`config.mk`:
```
export PLATFORM = sky130hd
export DESIGN_NAME = iterative_integer_alu_top
export DESIGN_NICKNAME = d
export VERILOG_FILES = /design/src/design/iialu_pkg.sv /design/src/design/iterative_integer_alu_top.sv /design/src/design/iialu_datapath.sv /design/src/design/iialu_ctrl.sv
export SDC_FILE = /design/constraint.sdc
export NUM_CORES = 2
export LEC_CHECK = 0
export ABC_CLOCK_PERIOD_IN_PS = 16700
export BUFFER_PORTS_ARGS = -buffer_cell sky130_fd_sc_hd__buf_4
export CORE_ASPECT_RATIO = 1.25
export CORE_MARGIN = 2
export CORE_UTILIZATION = 35
export DETAILED_ROUTE_END_ITERATION = 6
export GPL_ROUTABILITY_DRIVEN = 0
export SLEW_MARGIN = 20
export SYNTH_ARGS = -nofsm -noshare
export SYNTH_HDL_FRONTEND = slang
export SYNTH_SLANG_ARGS = --single-unit
```
`constraint.sdc`:
```
create_clock -name clk -period 16.7 [get_ports clk]
set_input_delay 1.67 -clock clk [delete_from_list [all_inputs] [get_ports clk]]
set_output_delay 1.67 -clock clk [all_outputs]
set_load 0.03 [all_outputs]
```
`src/design/iialu_pkg.sv`:
```
// Package for the iterative integer ALU: operation and status codes, widths.
// No dependencies.
package iialu_pkg;
	localparam int DW = 32;

	typedef enum logic [3:0] {
		OP_ADD = 4'd0, OP_SUB = 4'd1, OP_MUL = 4'd2, OP_DIV = 4'd3, OP_SQRT = 4'd4,
		OP_HYP = 4'd5, OP_AREA = 4'd6, OP_FACT = 4'd7, OP_POW = 4'd8
	} op_t;

	localparam logic [1:0] ST_OK      = 2'd0;
	localparam logic [1:0] ST_DIV_ERR = 2'd1;
	localparam logic [1:0] ST_HYP_SAT = 2'd2;

	// datapath commands
	typedef enum logic [2:0] {
		CMD_NONE, CMD_LOAD, CMD_DIV_STEP, CMD_SQRT_STEP, CMD_MUL_STEP, CMD_HYP_SQ, CMD_FINISH
	} cmd_t;

	typedef struct packed {
		logic       quick;    // result settles at load
		logic       is_div;
		logic       is_root;  // sqrt or hypotenuse
		logic       is_hyp;
		logic       is_mul;   // factorial or power loop
		logic       loop_done;
	} dp_status_t;
endpackage

```
`src/design/iterative_integer_alu_top.sv`:
```
// Top level of the iterative integer ALU.
// Depends on iialu_pkg, iialu_ctrl and iialu_datapath.
//
// Usage: raise start with operation, operand_a and operand_b while busy is low;
// the request is taken at that edge and busy rises. One result follows per
// request on result and status, shown for one cycle with done high; the
// receiver cannot hold it off. busy falls the cycle after done.
// Factorial does one multiply per factor and power one multiply per exponent
// bit step, both on the shared multiplier.
// One request at a time; the next may start as busy falls.
// Reset (arst_n low) returns the controller to idle and drops busy and done.
module iterative_integer_alu_top (
	input  logic        clk,
	input  logic        arst_n,
	input  logic        start,
	input  logic [3:0]  operation,
	input  logic [31:0] operand_a,
	input  logic [31:0] operand_b,
	output logic        busy,
	output logic        done,
	output logic [31:0] result,
	output logic [1:0]  status
);
	import iialu_pkg::*;

	cmd_t       cmd;
	dp_status_t sts;

	iialu_ctrl u_ctrl (.clk, .arst_n, .start, .sts, .cmd, .busy, .done);
	iialu_datapath u_dp (.clk, .cmd, .operation, .operand_a, .operand_b, .sts,
		.res(result), .st(status));
endmodule

```
`src/design/iialu_datapath.sv`:
```
// Datapath: operand registers, one shared 32x32 multiplier, restoring divider
// and digit-by-digit root unit. Depends on iialu_pkg.
module iialu_datapath (
	input  logic                  clk,
	input  iialu_pkg::cmd_t       cmd,
	input  logic [3:0]            operation,
	input  logic [31:0]           operand_a,
	input  logic [31:0]           operand_b,
	output iialu_pkg::dp_status_t sts,
	output logic [31:0]           res,
	output logic [1:0]            st
);
	import iialu_pkg::*;

	logic [3:0]  op_q;
	logic [31:0] a_q, b_q;
	logic [31:0] acc_q, base_q, cnt_q;   // cnt: factorial n or exponent
	logic [63:0] rem_q, rad_q;           // div/root remainder, radicand
	logic [31:0] root_q;
	logic [5:0]  step_q;
	logic [31:0] res_q;
	logic [1:0]  st_q;
	logic        quick_q;

	logic [31:0] mag_a, mag_b, mul_x, mul_y;
	logic [63:0] prod;
	logic [63:0] trial, rem_sh;
	logic [33:0] rtrial;
	logic [65:0] rrem_sh;

	// values taken at load
	logic [31:0] ld_res, ld_cnt;
	logic [63:0] ld_rad;
	logic [1:0]  ld_st;
	logic        ld_quick;
	logic        op_is_root;

	assign mag_a = a_q[31] ? (32'd0 - a_q) : a_q;
	assign mag_b = b_q[31] ? (32'd0 - b_q) : b_q;

	always_comb begin
		mul_x = acc_q;
		mul_y = base_q;
		if (cmd == CMD_HYP_SQ) begin
			mul_x = (step_q[0]) ? mag_b : mag_a;
			mul_y = mul_x;
		end else if (op_q == OP_MUL || op_q == OP_AREA) begin
			mul_x = a_q;
			mul_y = b_q;
		end else if (op_q == OP_FACT) begin
			mul_y = cnt_q;
		end else if (!cnt_q[0]) begin
			mul_x = base_q;
		end
	end
	assign prod = mul_x * mul_y;

	// divide: one quotient bit a step, dividend shifted through rad_q
	assign rem_sh = {rem_q[62:0], rad_q[31]};
	assign trial  = rem_sh - {32'd0, b_q};
	// root: two radicand bits a step
	assign rrem_sh = {rem_q, rad_q[63:62]};
	assign rtrial  = {root_q, 2'b01};

	always_comb begin
		ld_res = '0;
		ld_st = ST_OK;
		ld_quick = 1'b1;
		ld_rad = {32'd0, operand_a};
		ld_cnt = operand_b;
		case (operation)
		OP_ADD: ld_res = operand_a + operand_b;
		OP_SUB: ld_res = operand_a - operand_b;
		OP_MUL, OP_AREA: ld_quick = 1'b0;
		OP_DIV: begin
			if (!operand_a[31] && operand_a != 0) begin
				if (operand_b[31] || operand_b == 0) ld_st = ST_DIV_ERR;
				else ld_quick = 1'b0;
			end
		end
		OP_SQRT: begin
			if (!operand_a[31] && operand_a != 0) ld_quick = 1'b0;
		end
		OP_HYP: begin ld_quick = 1'b0; ld_rad = '0; end
		OP_FACT: begin
			if ($signed(operand_a) <= 32'sd1) ld_res = 32'd1;
			else if ($signed(operand_a) >= 32'sd64) ld_res = 32'd0;
			else begin ld_quick = 1'b0; ld_cnt = operand_a; end
		end
		OP_POW: begin
			if (operand_b == 0) ld_res = 32'd1;
			else if ($signed(operand_b) <= 32'sd1) ld_res = operand_a;
			else ld_quick = 1'b0;
		end
		default: ld_res = '0;
		endcase
	end

	always_ff @(posedge clk) begin
		case (cmd)
		CMD_LOAD: begin
			op_q <= operation; a_q <= operand_a; b_q <= operand_b;
			acc_q <= 32'd1; base_q <= operand_a; cnt_q <= ld_cnt;
			rem_q <= '0; root_q <= '0; step_q <= '0; st_q <= ld_st; quick_q <= ld_quick;
			rad_q <= ld_rad;
			res_q <= ld_res;
		end
		CMD_FINISH: begin
			case (op_q)
			OP_MUL, OP_AREA: res_q <= prod[31:0];
			OP_DIV: res_q <= rad_q[31:0];
			OP_SQRT: res_q <= root_q;
			OP_HYP: begin
				if (root_q[31]) begin res_q <= 32'h7fff_ffff; st_q <= ST_HYP_SAT; end
				else res_q <= root_q;
			end
			OP_FACT, OP_POW: res_q <= acc_q;
			default: res_q <= res_q;
			endcase
		end
		CMD_HYP_SQ: begin
			rad_q <= rad_q + prod;
			step_q <= step_q + 6'd1;
		end
		CMD_DIV_STEP: begin
			if (!trial[63]) rem_q <= trial; else rem_q <= rem_sh;
			rad_q <= {32'd0, rad_q[30:0], ~trial[63]};
			step_q <= step_q + 6'd1;
		end
		CMD_SQRT_STEP: begin
			if (rrem_sh[65:0] >= {32'd0, rtrial}) begin
				rem_q <= 64'(rrem_sh - {32'd0, rtrial});
				root_q <= {root_q[30:0], 1'b1};
			end else begin
				rem_q <= rrem_sh[63:0];
				root_q <= {root_q[30:0], 1'b0};
			end
			rad_q <= {rad_q[61:0], 2'b00};
			step_q <= step_q + 6'd1;
		end
		CMD_MUL_STEP: begin
			if (op_q == OP_FACT) begin
				acc_q <= prod[31:0];
				cnt_q <= cnt_q - 32'd1;
			end else begin
				// square-and-multiply, exponent bits from LSB
				if (cnt_q[0]) begin
					acc_q <= prod[31:0]; cnt_q <= {cnt_q[31:1], 1'b0};
				end else begin
					base_q <= prod[31:0]; cnt_q <= {1'b0, cnt_q[31:1]};
				end
			end
		end
		default: ;
		endcase
	end

	assign op_is_root = (op_q == OP_SQRT) || (op_q == OP_HYP);

	// hypotenuse: two squaring steps come first, then 32 root steps
	always_comb begin
		sts.quick = quick_q;
		sts.is_div = (op_q == OP_DIV);
		sts.is_root = op_is_root;
		sts.is_hyp = (op_q == OP_HYP);
		sts.is_mul = (op_q == OP_FACT) || (op_q == OP_POW);
		sts.loop_done = 1'b0;
		if (op_q == OP_FACT) sts.loop_done = (cnt_q[31:1] == 31'd0);
		else if (op_q == OP_POW) sts.loop_done = (cnt_q == 32'd0);
		else if (op_q == OP_DIV) sts.loop_done = (step_q == 6'd32);
		else if (op_q == OP_HYP) sts.loop_done = (step_q == 6'd34);
		else if (op_is_root) sts.loop_done = (step_q == 6'd32);
	end

	assign res = res_q;
	assign st  = st_q;
endmodule

```
`src/design/iialu_ctrl.sv`:
```
// Controller state machine: sequences load, iteration and finish commands.
// Depends on iialu_pkg.
module iialu_ctrl (
	input  logic                  clk,
	input  logic                  arst_n,
	input  logic                  start,
	input  iialu_pkg::dp_status_t sts,
	output iialu_pkg::cmd_t       cmd,
	output logic                  busy,
	output logic                  done
);
	import iialu_pkg::*;

	typedef enum logic [2:0] {S_IDLE, S_DECIDE, S_HYP, S_ITER, S_FIN, S_OUT} state_t;
	state_t state_q;
	logic [5:0] hcnt_q;

	always_comb begin
		cmd = CMD_NONE;
		case (state_q)
		S_IDLE: if (start) cmd = CMD_LOAD;
		S_HYP: cmd = CMD_HYP_SQ;
		S_ITER: begin
			if (!sts.loop_done) begin
				if (sts.is_div) cmd = CMD_DIV_STEP;
				else if (sts.is_root) cmd = CMD_SQRT_STEP;
				else cmd = CMD_MUL_STEP;
			end
		end
		S_FIN: cmd = CMD_FINISH;
		default: cmd = CMD_NONE;
		endcase
	end

	always_ff @(posedge clk or negedge arst_n) begin
		if (!arst_n) begin
			state_q <= S_IDLE; busy <= 1'b0; done <= 1'b0; hcnt_q <= '0;
		end else begin
			case (state_q)
			S_IDLE: if (start) begin state_q <= S_DECIDE; busy <= 1'b1; end
			S_DECIDE: begin
				done <= sts.quick;
				if (sts.quick) state_q <= S_OUT;
				else if (sts.is_hyp) begin state_q <= S_HYP; hcnt_q <= '0; end
				else if (sts.is_div || sts.is_root || sts.is_mul) state_q <= S_ITER;
				else state_q <= S_FIN;
			end
			S_HYP: begin
				hcnt_q <= hcnt_q + 6'd1;
				if (hcnt_q[0]) state_q <= S_ITER;
			end
			S_ITER: if (sts.loop_done) state_q <= S_FIN;
			S_FIN: begin state_q <= S_OUT; done <= 1'b1; end
			S_OUT: begin state_q <= S_IDLE; busy <= 1'b0; done <= 1'b0; end
			default: begin state_q <= S_IDLE; done <= 1'b0; end
			endcase
		end
	end

`ifndef SYNTH
	a_done_busy: assert property (@(posedge clk) disable iff (!arst_n) done |-> busy)
		else $error("strobe outside busy");
	a_done_pulse: assert property (@(posedge clk) disable iff (!arst_n) done |=> !done)
		else $error("strobe longer than a cycle");
	a_load_idle: assert property (@(posedge clk) disable iff (!arst_n)
		(cmd == CMD_LOAD) |-> !busy) else $error("load while busy");
`endif
endmodule

```
==> metrics.txt <==
DP HPWL=188700 um; Least-Margin Pin Slew=1.223 ns; vias per cell=5.733; antenna viol nets, final=0; fillers=18300; WHS Endpoint=u_ctrl.hcnt_q[0]; Setup Crit Path Kind=flip-flop to flip-flop; CTS Hold Bufs=0; outcome=completed; DR iter-0 viols=5920; area grow syn2layout=8.045%; reg2reg setup slack=2.18 ns; Routed WL=236400 um; Reg area=0.01111 sq mm; gr usage total=25.52%; cts bufs inserted=43; Die ar.=0.1844 sq mm; Final Skew=0.06095 ns; pin count of the biggest net entering global routing=90; CTS sink count=371; WP data required=17.04 ns; pins over their slew limit=0; Post-synth EDFFs=365; layout cells sized above 1=5.588%; CP startpoint=u_dp.op_q[0]; async set or reset register ratio after synthesis=1.617%; post-CTS setup buffers=0; DRT Pass-1 Iters=7; Critical Path End Type=flip-flop; Die H=479.6 um; post-cts sizing count=0; CTS tree=built; Top FF cell, synth=edfxtp_1; clk_lat worst skew=0.64 ns; Top cell by count, worst path=fa_1; r2r startpoint=u_dp.op_q[0]; final period utilization=86.94%; Routed WL per cell=24.50 um; Seq/Total Area, Yosys=17.54%; multi-input logic area=0.04700 sq mm; type of the tightest min-delay check=flip-flop to flip-flop; # IOs=107; Rows=174; hold path startpoint=u_ctrl.hcnt_q[0]; syn_nets=8749; DR DRC count=0; Max clock buf depth=3; fin nets=8641; Mapped Cells=7339; syn avg cell area=8.632 sq um; Clock Root Buffer=clkbuf_16; Yosys warning count=0; total gr overflow=0; arrival time of the worst setup path=14.85 ns; Max Freq=0.06888 GHz; CP Launch Type=flip-flop; number of global-route vias before repair=56680; RSZ-0062 raised after global routing=no; Critical R2R Capture=u_dp.rad_q[61]; crit path max-delay cell type=nand2_1; IO Port Bufs=106; CP peak stage delay=0.77 ns; post-synthesis register bit count=371; Hold Violations, Final=0; post-synthesis cell area=0.06335 sq mm; CTS HTree Levels=2; setup TNS=0 ns; # setup viols final=0; min cycle time layout=14.52 ns; Synth cell types=88; Core ar.=0.1798 sq mm; first-pass GRT wire length=356200 um; Worst slew margin=17.61%; routed via count=55310; initial antenna violation count=8; Hold Path Cell Cnt=1; CP max FO=32; Die W=384.5 um; starting density of the core=35.23%; Reg2Reg Depth=45; Max Cap Viol=0; Clock Pin Slew Worst Setup and Hold Paths=0.06 ns
layer usage:
| layer | vias to the layer above | global-route usage [%] | part of all wire (%) |
|---|---|---|---|
| li1 | 24080 | - | - |
| met1 | 27680 | 31.27 | 37 |
| met2 | 2829 | 41.84 | 47 |
| met3 | 713 | 4.639 | 9.1 |
| met4 | 8 | 15.11 | 7.2 |
| met5 | - | 0 | 0.025 |
cell usage after synthesis (all sizes together) (8+ instances only):
cell | n | area (sq um)
a2111oi | 10 | 87.58
a211oi | 40 | 300.3
a21boi | 10 | 75.07
a21o | 179 | 1344
a21oi | 350 | 1755
a221oi | 43 | 382.9
a222oi | 32 | 320.3
a22oi | 19 | 142.6
a311oi | 8 | 70.07
a31oi | 63 | 394.1
a41oi | 8 | 70.07
and2 | 71 | 444.2
and3 | 21 | 131.4
and4 | 10 | 87.58
buf | 49 | 215.2
clkbuf | 355 | 1334
edfxtp | 365 | 10960
fa | 899 | 18000
ha | 440 | 5505
inv | 1042 | 3911
mux2i | 80 | 800.8
nand2 | 855 | 3209
nand2b | 61 | 381.6
nand3 | 107 | 540.5
nand4 | 56 | 356.6
nor2 | 812 | 3048
nor2b | 45 | 281.5
nor3 | 61 | 310.3
nor4 | 42 | 269.0
o211ai | 34 | 255.2
o21a | 50 | 375.4
o21ai | 414 | 2072
o21bai | 25 | 187.7
o22a | 8 | 70.07
o22ai | 75 | 469.2
o31a | 8 | 70.07
o31ai | 37 | 282.8
o41ai | 17 | 148.9
or2 | 17 | 106.4
or3 | 37 | 231.5
or4 | 18 | 135.1
xnor2 | 245 | 2146
xor2 | 127 | 1112
placed cells by master, fill, tap and decap left out, types with 179 or more instances in the layout:
master,n
a21o_1,179
a21oi_1,341
buf_4,248
edfxtp_1,365
fa_1,899
ha_1,440
inv_1,1041
nand2_1,852
nor2_1,803
o21ai_0,387
xnor2_1,245
metrics by stage:
| stage | worst slack (ns) | hold slack, ns | cells | instance area, sq um | util [%] |
|---|---|---|---|---|---|
| floorplan | 4.801 | 0.4819 | 7339 | 63350 | - |
| global placement | 2.524 | 0.4982 | 9557 | 66830 | 37.17 |
| detailed placement | 2.467 | 0.5168 | 9557 | 66840 | 37.17 |
| CTS | 2.396 | 0.5305 | 9636 | 68380 | 38.02 |
| global route | 1.595 | 0.5544 | 9641 | 68430 | 38.05 |
| finish | 2.182 | 0.5317 | 9647 | 68440 | 38.06 |
state kept, by name (all words and copies together), names as in the netlist, 3 cells and up:
name and count:
u_dp.rem_q 64, u_dp.root_q 32, u_dp.acc_q 32, u_dp.res 32, u_dp.base_q 32, u_dp.b_q 32
u_dp.a_q 32, u_ctrl.state_q 3, u_dp.cnt_q 32, u_dp.op_q 4, u_dp.rad_q 64, u_dp.step_q 6
cell families (layout without fill, tap and decap cells):
family	after synthesis	count (layout)	synth area share, %
AO/OA/AOI/OAI	1484	1484	14.82
multiplexers	82	82	1.300
flip-flops	371	371	17.54
adder cells (fa/ha/maj)	1339	1339	37.10
other	0	6	0
XOR/XNOR	372	372	5.143
buffers and inverters	1448	1374	8.631
AND/OR/NAND/NOR	2243	2243	15.47
final cells by class:
cell class	count	area share [%]
Multi-Input combinational cell	5520	68.68
Timing Repair Buffer	251	2.757
Inverter	1044	5.726
Clock buffer	49	1.605
Antenna cell	6	0.02194
Clock inverter	30	0.6380
Sequential cell	371	16.23
Tap cell	2376	4.344
critical path: cells and delay by family (launching register included):
| family | cells | cell delay, ns |
|---|---|---|
| adder cells (fa/ha/maj) | 10 | 4.82 |
| flip-flops | 1 | 0.53 |
| AO/OA/AOI/OAI | 16 | 4.54 |
| buffers and inverters | 6 | 0.73 |
| multiplexers | 1 | 0.12 |
| XOR/XNOR | 2 | 0.51 |
| AND/OR/NAND/NOR | 10 | 2.93 |
worst max path at each step:
| stage | endpoint | slack (ns) | cells past startpoint |
|---|---|---|---|
| 6_report | u_dp.rad_q[61] | 2.18 | 45 |
| 2_1_floorplan | u_dp.rad_q[54] | 4.80 | 50 |
| 3_3_place_gp | u_dp.rad_q[61] | 2.52 | 45 |
| 5_1_grt | u_dp.rad_q[61] | 1.60 | 47 |
| 4_1_cts | u_dp.rad_q[61] | 2.40 | 45 |
| 3_5_place_dp | u_dp.rad_q[61] | 2.47 | 45 |
Power is left out: the tool's default activity adds up to more than one toggle a clock period on the data nets, which glitch-free logic cannot reach.
